**src/rtl/core/aomt_pkg.sv**
```systemverilog
// Shared types and constants of the active offset maximum table.
package aomt_pkg;

   // Table geometry and actuator id range.
   localparam int TableDepth   = 16;
   localparam int NumActuators = 32;
   localparam int CountW       = $clog2(TableDepth + 1);

   // Field widths of one request and one response.
   localparam int OpW  = 2;
   localparam int IdW  = 6;
   localparam int CmdW = 8;
   localparam int OfsW = 16;
   localparam int StW  = 2;

   // Offset lanes, in the order left, right, front, back.
   localparam int NumOfs    = 4;
   localparam int OfsLeft   = 0;
   localparam int OfsRight  = 1;
   localparam int OfsFront  = 2;
   localparam int OfsBack   = 3;

   // Request operation codes.
   localparam logic [OpW-1:0] OP_LOAD  = 2'd0;
   localparam logic [OpW-1:0] OP_DEACT = 2'd1;
   localparam logic [OpW-1:0] OP_CMD   = 2'd2;

   // Response status codes.
   localparam logic [StW-1:0] ST_OK      = 2'd0;
   localparam logic [StW-1:0] ST_FULL    = 2'd1;
   localparam logic [StW-1:0] ST_UNKNOWN = 2'd2;

   typedef logic [NumOfs-1:0][OfsW-1:0] offs_type;

   // Data written into one cell on a load.
   typedef struct packed {
      logic [IdW-1:0]  id;
      logic [CmdW-1:0] cmd;
      offs_type        offs;
   } entry_type;

   // Token that walks the row of cells, one cell per cycle.
   typedef struct packed {
      logic            valid;
      logic            command;  // activate a match and gather maxima
      logic [IdW-1:0]  id;
      logic [CmdW-1:0] cmd;
      logic            found;    // an earlier cell already took the match
      offs_type        maxs;     // running maxima over active cells so far
   } token_type;

endpackage

```
**src/rtl/core/aomt_req_if.sv**
```systemverilog
// Request channel of the active offset maximum table.
interface aomt_req_if;
   logic                         valid;
   logic                         ready;
   logic [aomt_pkg::OpW-1:0]     op;
   logic [aomt_pkg::IdW-1:0]     actuator_id;
   logic [aomt_pkg::CmdW-1:0]    command_code;
   logic [aomt_pkg::OfsW-1:0]    left_offset;
   logic [aomt_pkg::OfsW-1:0]    right_offset;
   logic [aomt_pkg::OfsW-1:0]    front_offset;
   logic [aomt_pkg::OfsW-1:0]    back_offset;

   modport source (
      output valid, op, actuator_id, command_code,
             left_offset, right_offset, front_offset, back_offset,
      input  ready
   );
   modport sink (
      input  valid, op, actuator_id, command_code,
             left_offset, right_offset, front_offset, back_offset,
      output ready
   );
endinterface

```
**src/rtl/core/aomt_rsp_if.sv**
```systemverilog
// Response channel of the active offset maximum table.
interface aomt_rsp_if;
   logic                         valid;
   logic                         ready;
   logic [aomt_pkg::StW-1:0]     status;
   logic [aomt_pkg::OfsW-1:0]    total_left;
   logic [aomt_pkg::OfsW-1:0]    total_right;
   logic [aomt_pkg::OfsW-1:0]    total_front;
   logic [aomt_pkg::OfsW-1:0]    total_back;
   logic                         totals_changed;
   logic                         entry_matched;

   modport source (
      output valid, status, total_left, total_right, total_front, total_back,
             totals_changed, entry_matched,
      input  ready
   );
   modport sink (
      input  valid, status, total_left, total_right, total_front, total_back,
             totals_changed, entry_matched,
      output ready
   );
endinterface

```
**src/rtl/core/aomt_cell.sv**
```systemverilog
// One table entry of the row, with its stage of the walking token.
module aomt_cell (
   input  logic                  clock,
   input  logic                  reset,
   input  logic                  wr_en,
   input  aomt_pkg::entry_type   wr_data,
   input  aomt_pkg::token_type   tok_in,
   output aomt_pkg::token_type   tok_out
);

   logic                          used_ff;
   logic                          used_in;
   logic                          active_ff;
   logic                          active_in;
   logic [aomt_pkg::IdW-1:0]      id_ff;
   logic [aomt_pkg::CmdW-1:0]     cmd_ff;
   aomt_pkg::offs_type            offs_ff;
   aomt_pkg::token_type           tok_ff;
   aomt_pkg::token_type           tok_in_next;
   logic                          hit;
   logic                          take;

   always_comb begin
      hit  = used_ff && tok_in.valid && (id_ff == tok_in.id);
      // Only the first cell matching both id and command takes the activation.
      take = hit && tok_in.command && !tok_in.found && (cmd_ff == tok_in.cmd);

      active_in = active_ff;
      if (hit) begin
         active_in = take;
      end
      if (wr_en) begin
         active_in = 1'b0;
      end
      used_in = used_ff | wr_en;

      tok_in_next       = tok_in;
      tok_in_next.found = tok_in.found | take;
      for (int k = 0; k < aomt_pkg::NumOfs; k++) begin
         if (active_in && (offs_ff[k] > tok_in.maxs[k])) begin
            tok_in_next.maxs[k] = offs_ff[k];
         end
      end
   end

   always_ff @(posedge clock) begin
      if (reset) begin
         used_ff   <= 1'b0;
         active_ff <= 1'b0;
         tok_ff    <= '0;
      end else begin
         used_ff   <= used_in;
         active_ff <= active_in;
         tok_ff    <= tok_in_next;
      end
   end

   always_ff @(posedge clock) begin
      if (wr_en) begin
         id_ff   <= wr_data.id;
         cmd_ff  <= wr_data.cmd;
         offs_ff <= wr_data.offs;
      end
   end

   assign tok_out = tok_ff;

endmodule

```
**src/rtl/core/active_offset_max_table.sv**
```systemverilog
// Top level of the active offset maximum table: request control and the row of cells.
//
// Usage. Requests arrive as beats on the req_ch channel and every request gives
// exactly one response beat on the rsp_ch channel, in request order. Each beat
// carries the status, the four current offset totals and the changed and matched
// flags. A load writes the next free cell of the row directly; a full table,
// an unknown actuator id and the unused operation code are answered at once.
// These responses appear in the cycle after the request beat is taken.
// A deactivate or a command launches a token that walks the row of cells, one
// cell per cycle. Each cell clears or takes its active mark as the token passes
// and folds its offsets into the running maxima, so one walk does both the
// matching and the maximum. After the request beat the token passes the launch
// register and every cell register, and FINISH then loads the response register.
// One request is in flight at a time. A new request beat is taken while the
// block is idle and the response register is empty or being emptied in the same
// cycle. When the receiver stalls, the finished response waits in its register
// and the block holds further requests. Reset empties the table, clears all
// active marks and the four totals, and drops any response not yet taken.
module active_offset_max_table (
   input  logic        clock,
   input  logic        reset,
   aomt_req_if.sink    req_ch,
   aomt_rsp_if.source  rsp_ch
);

   typedef enum logic [1:0] {
      IDLE,
      WALK,
      FINISH
   } state_type;

   state_type                           state_ff;
   logic [aomt_pkg::CountW-1:0]         count_ff;
   aomt_pkg::offs_type                  totals_ff;
   aomt_pkg::token_type                 launch_ff;
   logic                                rsp_valid_ff;
   logic [aomt_pkg::StW-1:0]            rsp_status_ff;
   aomt_pkg::offs_type                  rsp_totals_ff;
   logic                                rsp_changed_ff;
   logic                                rsp_matched_ff;
   logic                                changed_ff;
   logic                                matched_ff;

   aomt_pkg::token_type                 tok_chain [aomt_pkg::TableDepth+1];
   aomt_pkg::entry_type                 load_entry;
   logic                                accept;
   logic                                slot_free;
   logic                                known;
   logic                                full;
   logic                                load_go;

   // The response register is free when empty or emptied at this edge.
   assign slot_free    = !rsp_valid_ff || rsp_ch.ready;
   assign req_ch.ready = (state_ff == IDLE) && slot_free;
   assign accept       = req_ch.valid && req_ch.ready;

   assign known = ({1'b0, req_ch.actuator_id} <
                   (aomt_pkg::IdW+1)'(aomt_pkg::NumActuators));
   assign full  = (count_ff == aomt_pkg::CountW'(aomt_pkg::TableDepth));
   assign load_go = accept && (req_ch.op == aomt_pkg::OP_LOAD) && !full && known;

   always_comb begin
      load_entry.id                       = req_ch.actuator_id;
      load_entry.cmd                      = req_ch.command_code;
      load_entry.offs[aomt_pkg::OfsLeft]  = req_ch.left_offset;
      load_entry.offs[aomt_pkg::OfsRight] = req_ch.right_offset;
      load_entry.offs[aomt_pkg::OfsFront] = req_ch.front_offset;
      load_entry.offs[aomt_pkg::OfsBack]  = req_ch.back_offset;
   end

   // The row of cells; the token enters at cell zero and leaves after the last.
   assign tok_chain[0] = launch_ff;

   for (genvar i = 0; i < aomt_pkg::TableDepth; i++) begin : g_cell
      aomt_cell u_cell (
         .clock   (clock),
         .reset   (reset),
         .wr_en   (load_go && (count_ff == aomt_pkg::CountW'(i))),
         .wr_data (load_entry),
         .tok_in  (tok_chain[i]),
         .tok_out (tok_chain[i+1])
      );
   end

   always_ff @(posedge clock) begin
      if (reset) begin
         state_ff     <= IDLE;
         count_ff     <= '0;
         totals_ff    <= '0;
         launch_ff    <= '0;
         rsp_valid_ff <= 1'b0;
      end else begin
         launch_ff.valid <= 1'b0;
         if (rsp_valid_ff && rsp_ch.ready) begin
            rsp_valid_ff <= 1'b0;
         end

         case (state_ff)
            IDLE: begin
               if (accept) begin
                  // Default answer: totals as they stand, no flags.
                  rsp_totals_ff  <= totals_ff;
                  rsp_changed_ff <= 1'b0;
                  rsp_matched_ff <= 1'b0;
                  rsp_status_ff  <= aomt_pkg::ST_OK;
                  case (req_ch.op)
                     aomt_pkg::OP_LOAD: begin
                        rsp_valid_ff <= 1'b1;
                        if (full) begin
                           rsp_status_ff <= aomt_pkg::ST_FULL;
                        end else if (!known) begin
                           rsp_status_ff <= aomt_pkg::ST_UNKNOWN;
                        end else begin
                           count_ff <= count_ff + 1'b1;
                        end
                     end
                     aomt_pkg::OP_DEACT, aomt_pkg::OP_CMD: begin
                        if (!known) begin
                           rsp_valid_ff  <= 1'b1;
                           rsp_status_ff <= aomt_pkg::ST_UNKNOWN;
                        end else begin
                           launch_ff.valid   <= 1'b1;
                           launch_ff.command <= (req_ch.op == aomt_pkg::OP_CMD);
                           launch_ff.id      <= req_ch.actuator_id;
                           launch_ff.cmd     <= req_ch.command_code;
                           launch_ff.found   <= 1'b0;
                           launch_ff.maxs    <= '0;
                           state_ff          <= WALK;
                        end
                     end
                     default: begin
                        rsp_valid_ff <= 1'b1;
                     end
                  endcase
               end
            end

            WALK: begin
               if (tok_chain[aomt_pkg::TableDepth].valid) begin
                  // A deactivate leaves the totals alone; a command replaces them.
                  if (tok_chain[aomt_pkg::TableDepth].command) begin
                     totals_ff  <= tok_chain[aomt_pkg::TableDepth].maxs;
                     changed_ff <= (tok_chain[aomt_pkg::TableDepth].maxs != totals_ff);
                     matched_ff <= tok_chain[aomt_pkg::TableDepth].found;
                  end else begin
                     changed_ff <= 1'b0;
                     matched_ff <= 1'b0;
                  end
                  state_ff <= FINISH;
               end
            end

            FINISH: begin
               if (slot_free) begin
                  rsp_valid_ff   <= 1'b1;
                  rsp_status_ff  <= aomt_pkg::ST_OK;
                  rsp_totals_ff  <= totals_ff;
                  rsp_changed_ff <= changed_ff;
                  rsp_matched_ff <= matched_ff;
                  state_ff       <= IDLE;
               end
            end

            default: begin
               state_ff <= IDLE;
            end
         endcase
      end
   end

   assign rsp_ch.valid          = rsp_valid_ff;
   assign rsp_ch.status         = rsp_status_ff;
   assign rsp_ch.total_left     = rsp_totals_ff[aomt_pkg::OfsLeft];
   assign rsp_ch.total_right    = rsp_totals_ff[aomt_pkg::OfsRight];
   assign rsp_ch.total_front    = rsp_totals_ff[aomt_pkg::OfsFront];
   assign rsp_ch.total_back     = rsp_totals_ff[aomt_pkg::OfsBack];
   assign rsp_ch.totals_changed = rsp_changed_ff;
   assign rsp_ch.entry_matched  = rsp_matched_ff;

endmodule

```
**src/flat_wrapper.sv**
```systemverilog
// flat-port wrapper written by rule: the top's interface ports become plain ports
module active_offset_max_table_flat 
  (clock, reset, req_ch_valid, req_ch_op, req_ch_actuator_id, req_ch_command_code, req_ch_left_offset, req_ch_right_offset, req_ch_front_offset, req_ch_back_offset, req_ch_ready, rsp_ch_valid, rsp_ch_status, rsp_ch_total_left, rsp_ch_total_right, rsp_ch_total_front, rsp_ch_total_back, rsp_ch_totals_changed, rsp_ch_entry_matched, rsp_ch_ready);
  aomt_req_if req_ch_i ();
  aomt_rsp_if rsp_ch_i ();
  input  logic clock;
  input  logic reset;
  input wire logic [$bits(req_ch_i.valid)-1:0] req_ch_valid;
  input wire logic [$bits(req_ch_i.op)-1:0] req_ch_op;
  input wire logic [$bits(req_ch_i.actuator_id)-1:0] req_ch_actuator_id;
  input wire logic [$bits(req_ch_i.command_code)-1:0] req_ch_command_code;
  input wire logic [$bits(req_ch_i.left_offset)-1:0] req_ch_left_offset;
  input wire logic [$bits(req_ch_i.right_offset)-1:0] req_ch_right_offset;
  input wire logic [$bits(req_ch_i.front_offset)-1:0] req_ch_front_offset;
  input wire logic [$bits(req_ch_i.back_offset)-1:0] req_ch_back_offset;
  output wire logic [$bits(req_ch_i.ready)-1:0] req_ch_ready;
  output wire logic [$bits(rsp_ch_i.valid)-1:0] rsp_ch_valid;
  output wire logic [$bits(rsp_ch_i.status)-1:0] rsp_ch_status;
  output wire logic [$bits(rsp_ch_i.total_left)-1:0] rsp_ch_total_left;
  output wire logic [$bits(rsp_ch_i.total_right)-1:0] rsp_ch_total_right;
  output wire logic [$bits(rsp_ch_i.total_front)-1:0] rsp_ch_total_front;
  output wire logic [$bits(rsp_ch_i.total_back)-1:0] rsp_ch_total_back;
  output wire logic [$bits(rsp_ch_i.totals_changed)-1:0] rsp_ch_totals_changed;
  output wire logic [$bits(rsp_ch_i.entry_matched)-1:0] rsp_ch_entry_matched;
  input wire logic [$bits(rsp_ch_i.ready)-1:0] rsp_ch_ready;
  assign req_ch_i.valid = req_ch_valid;
  assign req_ch_i.op = req_ch_op;
  assign req_ch_i.actuator_id = req_ch_actuator_id;
  assign req_ch_i.command_code = req_ch_command_code;
  assign req_ch_i.left_offset = req_ch_left_offset;
  assign req_ch_i.right_offset = req_ch_right_offset;
  assign req_ch_i.front_offset = req_ch_front_offset;
  assign req_ch_i.back_offset = req_ch_back_offset;
  assign req_ch_ready = req_ch_i.ready;
  assign rsp_ch_valid = rsp_ch_i.valid;
  assign rsp_ch_status = rsp_ch_i.status;
  assign rsp_ch_total_left = rsp_ch_i.total_left;
  assign rsp_ch_total_right = rsp_ch_i.total_right;
  assign rsp_ch_total_front = rsp_ch_i.total_front;
  assign rsp_ch_total_back = rsp_ch_i.total_back;
  assign rsp_ch_totals_changed = rsp_ch_i.totals_changed;
  assign rsp_ch_entry_matched = rsp_ch_i.entry_matched;
  assign rsp_ch_i.ready = rsp_ch_ready;
  active_offset_max_table u_core (.clock(clock), .reset(reset), .req_ch(req_ch_i), .rsp_ch(rsp_ch_i));
endmodule
```
**config.mk**
```make
export PLATFORM = sky130hd
export DESIGN_NAME = active_offset_max_table_flat
export DESIGN_NICKNAME = d
export VERILOG_FILES = /design/src/rtl/core/aomt_pkg.sv /design/src/rtl/core/aomt_req_if.sv /design/src/rtl/core/aomt_rsp_if.sv /design/src/rtl/core/aomt_cell.sv /design/src/rtl/core/active_offset_max_table.sv /design/src/flat_wrapper.sv
export SDC_FILE = /design/constraint.sdc
export NUM_CORES = 2
export LEC_CHECK = 0
export ABC_AREA = 1
export ABC_CLOCK_PERIOD_IN_PS = 12600
export BUFFER_PORTS_ARGS = -buffer_cell sky130_fd_sc_hd__buf_2
export CAP_MARGIN = 10
export CORE_MARGIN = 2
export CORE_UTILIZATION = 57
export CTS_CLUSTER_SIZE = 16
export DETAILED_ROUTE_END_ITERATION = 10
export PLACE_DENSITY = 0.75
export SLEW_MARGIN = 25
export SYNTH_ARGS = -nofsm -noshare
export SYNTH_HDL_FRONTEND = slang
export SYNTH_SLANG_ARGS = --single-unit
```
**constraint.sdc**
```tcl
create_clock -name clock -period 12.6 [get_ports clock]
set_clock_uncertainty 0.05 [all_clocks]
set_input_delay 1.26 -clock clock [delete_from_list [all_inputs] [get_ports clock]]
set_output_delay 1.26 -clock clock [all_outputs]
set_load 0.01 [all_outputs]
```
======== After elaboration in Yosys (flattened, before gate mapping) ========
Cells that the tools add are included.
word-level totals
  register bits ........................... 2720
  bits of input ports ..................... 84
  output and inout bits ................... 70
  logic and storage cells ................. 771
operators by class
  $add $sub $neg .......................... 1
  order comparisons ....................... 65
  eq/ne operators ......................... 58
  muxes and demuxes ....................... 118
  bitwise gates (word level) .............. 40
  reductions and logical operators ........ 199
operators by type and width
  cell                   number
  $gt A16 B16 Y1         60
  $mux W16               60
  $logic_and A1 B1 Y1    165
  $eq A8 B8 Y1           16
  $mux W64               2
  $pmux W64 S2           1
  $eq A6 B6 Y1           16
  $mux W81               1
  $gt A16 B1 Y1 const B  4
  $ne A64 B64 Y1         1
  $eq A5 B4 Y1 const B   8
  $mux W1                40
  $or A1 B1 Y1           31
  $eq A5 B3 Y1 const B   4
  $logic_not A1 Y1       17
  $mux W2                8
  $eq A5 B2 Y1 const B   2
  $reduce_and A5 Y1      2
  $reduce_or A2 Y1       5
  $not A1 Y1             9
  $pmux W2 S2            2
  $reduce_and A4 Y1      2
  $lt A6 B6 Y1 const B   1
  $ne A2 B1 Y1 const B   3
  14 further kinds       21

======== Longest topological paths before layout ========
  word-level depth ........................ 12
  gate-level depth with buffers ........... 16
  gate-level depth less buffers ........... 15

======== Cells and area by module ========
From an unflattened synthesis, not the netlist that was laid out.
second synthesis, totals
  cells, all modules ...................... 15156
  area, all modules ....................... 130143.6 µm²
modules (own cells, without submodules)
  module                                    instances  cells each  area an instance (µm²)  sequential area each (µm²)
  aomt_cell at u_core.g_cell[0].u_cell ...  15         905         7727.4                  4003.8
  aomt_cell at u_core.g_cell[9].u_cell      1          901         7728.7                  4003.8
  active_offset_max_table                   1          680         6503.7                  3863.7

======== Worst setup path after synthesis ========
OpenSTA, ideal clock, no wires.
  path kind ............................... input to register
  start ................................... input port rsp_ch_ready
  end ..................................... register u_core.rsp_matched_ff, in the netlist u_core.rsp_ch.entry_matched, enable pin
  setup time .............................. 0.858 ns
  arrival time ............................ 12.098 ns
  path slack .............................. -0.406 ns
  cell stages on the path ................. 4
  buffers on the path ..................... 0
  path through ............................ nor2_1 -> nor2_4 -> nand2_4 -> a2111oi_0
on the way
  cells in the longest elaborated chain, start to end .. 5
  elaborated cells on any way between the ends .. 6
  those cells by class .................... eq/ne (2); reduce/logical (4)
RTL lines
  item                                line                            RTL
  start, declared                     flat_wrapper.sv:25              input wire logic [$bits(rsp_ch_i.ready)-1:0] rsp_ch_ready;
  $logic_or A1 B1 Y1                  active_offset_max_table.sv:53   assign slot_free = !rsp_valid_ff || rsp_ch.ready;
  $logic_and A1 B1 Y1                 active_offset_max_table.sv:54   assign req_ch.ready = (state_ff == IDLE) && slot_free;
  via req_ch_ready                    flat_wrapper.sv:16              output wire logic [$bits(req_ch_i.ready)-1:0] req_ch_ready;
  $logic_and A1 B1 Y1                 active_offset_max_table.sv:55   assign accept = req_ch.valid && req_ch.ready;
  $ne A2 B1 Y1 (no source line)       --
  $reduce_and A4 Y1 (no source line)  --
  end signal, assigned                active_offset_max_table.sv:159  rsp_matched_ff <= matched_ff;
  end, declared                       active_offset_max_table.sv:40   logic rsp_matched_ff;
The timed path passes the listed nets, and every way through them passes these cells.
A chain may end at the register's enable or synchronous reset.

==> summary.md <==
| Metric | Value |
|---|---|
| Status | `completed` |
| CTS tree | `done` |
| Post-synthesis xor/xnor area fraction | `0.760%` |
| Largest net degree at the start of global routing | `204` |
| Post-synth ARST share | `0%` |
| WP data required | `13380 ps` |
| Clk sink count | `2720` |
| Synth Instances | `14500` |
| Synth Cell Area | `126000 µm²` |
| Pwr per Cell Area | `130 nW/µm²` |
| Routed wl met3 | `15.0 mm` |
| GP Congestion | `0.867` |
| Setup TNS Final | `0 ps` |
| Most area-consuming cells after synthesis | `edfxtp_1 (32%), dfxtp_1 (22%), ha_1 (9.6%)` |
| Worst min path class | `flip-flop to flip-flop` |
| DR vias/cell | `5.11` |
| Ratio of final minimum period to clock period | `33.6%` |
| Met2 routed WL | `121 mm` |
| Syn_area_per_cell | `8.68 µm²` |
| Overflow after GRT | `0` |
| Fraction of layout cells with a size suffix above 1 | `5.94%` |
| Core box area | `219000 µm²` |
| Gr usage total | `23.4%` |
| Clk buf depth | `4` |
| Final Hold Viols | `0` |
| Post-synth top area cell | `edfxtp_1` |
| First-pass DRT Iterations | `6` |
| Reg clk slew, reported paths | `60 ps` |
| Crit. End Element | `flip-flop` |
| H-tree Lvls | `5` |
| Min Clock Period, post-route | `4230 ps` |
| Slew HR | `29.8%` |
| Peak Freq | `236 MHz` |
| Dominant synthesized flop cell | `dfxtp_1` |
| Wire length of the first global-routing pass | `430 mm` |
| Hold buffer count at CTS | `0` |
| Initial DRC count | `6111` |
| Top sig layer | `met4` |
| Slew @ Worst Pin | `1050 ps` |
| Dpl hpwl | `187 mm` |
| Via count | `89900` |
| Clk_lat worst skew | `930 ps` |
| Max cap viols | `0` |
| Wire per inst | `14.9 µm` |
| Final setup viols | `0` |
| Post-Synth Adder-Cell Area | `9.65%` |
| IO Port Bufs | `153` |
| Yosys reg bits | `2720` |
| I/O pins | `154` |
| Sequential area share after synthesis | `53.9%` |
| CP Launch Type | `input port` |
| Slew Limit Fails | `0` |
| Crit Path Max Fanout | `139` |
| Remaining DRCs | `0` |
| Die height | `473 µm` |
| Post-Synthesis Net Count | `15500` |
| Post-synth EDFFs | `1318` |
| Yosys Warn Count | `0` |
| Row Count | `172` |
| Die W | `473 µm` |
| Setup repair bufs after CTS | `0` |
| Post-layout util | `63.0%` |
| Crit path DAT | `5010 ps` |
| Max VDD drop | `0.000149 V` |
| Post-Synth Simple-Gate Area | `22.3%` |
| RSZ-0062 raised after global routing | `no` |
| Leak pwr | `57.8 nW` |
| Die Footprint | `224000 µm²` |
| Routed WL | `263 mm` |
| Vias in the first global route | `86200` |
| ANT nets after route | `0` |
| CTS Root Cell | `clkbuf_16` |
| Combinational family with the most area after synthesis | `simple AND/OR/NAND/NOR gates` |
| Met1 WL | `120 mm` |
| Top cell type's share of synthesized area | `31.5%` |
| Area delta synth->final | `10.0%` |
| Initial antenna violation count | `2` |
| Num CTS Buffers | `292` |
| Nets@finish | `15600` |
| Synth Area in Compound Gates | `3.55%` |
| Distinct cell type count after synthesis | `40` |
| Post-cts gate resize count | `0` |
| Starting Density | `57.3%` |
| Crit Path Category | `input port to flip-flop` |
| Post-synthesis mux area share | `0%` |
-- registers in the layout (all words and copies together), names as in the netlist --
register and count:
u_core.changed_ff 1, u_core.count_ff 5, u_core.g_cell.u_cell.active_ff 16, u_core.g_cell.u_cell.cmd_ff 128, u_core.g_cell.u_cell.id_ff 96, u_core.g_cell.u_cell.offs_ff 1024, u_core.g_cell.u_cell.tok_out 1282, u_core.g_cell.u_cell.used_ff 16
u_core.launch_ff 16, u_core.matched_ff 1, u_core.rsp_ch.entry_matched 1, u_core.rsp_ch.status 2, u_core.rsp_ch.total_back 16, u_core.rsp_ch.total_front 16, u_core.rsp_ch.total_left 16, u_core.rsp_ch.total_right 16
u_core.rsp_ch.totals_changed 1, u_core.rsp_ch.valid 1, u_core.state_ff 2, u_core.totals_ff 64
-- layer usage --
metal | GRT usage, % | up-vias
met3 | 2.91 | 510
met4 | 7.67 | 0
met1 | 31.5 | 41000
met2 | 39.1 | 2376
met5 | 0 | -
li1 | - | 46000
-- cell families after synthesis --
kind of cell             count (synthesis)
AO/OA/AOI/OAI                          844
adder cells (fa/ha/maj)                968
buffers and inverters                 3206
flip-flops                            2720
AND/OR/NAND/NOR                       6619
XOR/XNOR                               109
-- critical path, cell delays in order --
cell	delay, ps
buf_8	230
inv_8	630
buf_4	770
buf_6	710
buf_4	750
o21ai_0	250
nor2_1	160
-- cell usage in the layout (no fill, tap or decap), types with 152 or more instances in the layout --
cell       Yosys  layout
o21ai_0      254     254
nor2_1      2809    2808
buf_2        136     152
dfxtp_1     1402    1402
nand2_1     2479    2459
nand3_1      231     231
ha_1         968     968
clkbuf_16      0     304
edfxtp_1    1318    1318
a21oi_1      498     447
inv_1       2717    2703
nand4_1      936     936
-- final cells by class --
cell class / count / area [µm²]
Antenna cell: 3 / 7.51
Clock buffer: 387 / 8210
Clock inverter: 126 / 1250
Fill cell: 17400 / 81100
Inverter: 2724 / 10300
Multi-Input combinational cell: 8540 / 45800
Sequential cell: 2720 / 67600
Tap cell: 2871 / 3590
Timing Repair Buffer: 227 / 1380
-- synthesized netlist by cell type, types with 136 or more instances --
cell type  instances
nand2_1         2479
nand4_1          936
nand3_1          231
a21oi_1          498
ha_1             968
buf_2            136
edfxtp_1        1318
inv_1           2717
nor2_1          2809
clkbuf_1         211
dfxtp_1         1402
o21ai_0          254
-- stage by stage --
stage	instance area, µm²	total power, mW	setup slack [ps]	hold slack (ps)	cells
after floorplan	126000	9.64	2910	353	14500
after global placement	128000	9.81	7410	356	17100
after detailed placement	129000	9.82	7390	364	17100
after CTS	138000	18.1	8310	350	17600
after global routing	138000	18.5	8220	380	17600
final	138000	18.0	8370	349	17600
-- where the power goes --
part	internal [mW]	total [mW]	switching [mW]
sequential	9.28	9.29	0.00885
combinational	0.0709	0.337	0.266
clock	5.04	8.36	3.32
total	14.4	18.0	3.59
-- worst paths after layout --
check                                           start                             endpoint  slack [ps]  depth (start not counted)
setup / recovery                                reset                 u_core.totals_ff[32]        8370                          7
hold / removal    u_core.g_cell[8].u_cell.tok_out[80]  u_core.g_cell[9].u_cell.tok_out[80]         350                          2
hold reg to reg   u_core.g_cell[8].u_cell.tok_out[80]  u_core.g_cell[9].u_cell.tok_out[80]         350                          2
setup reg to reg                   u_core.count_ff[0]  u_core.g_cell[5].u_cell.tok_out[26]        8880                         13
Note: power is estimated with default switching activity, not from simulation.
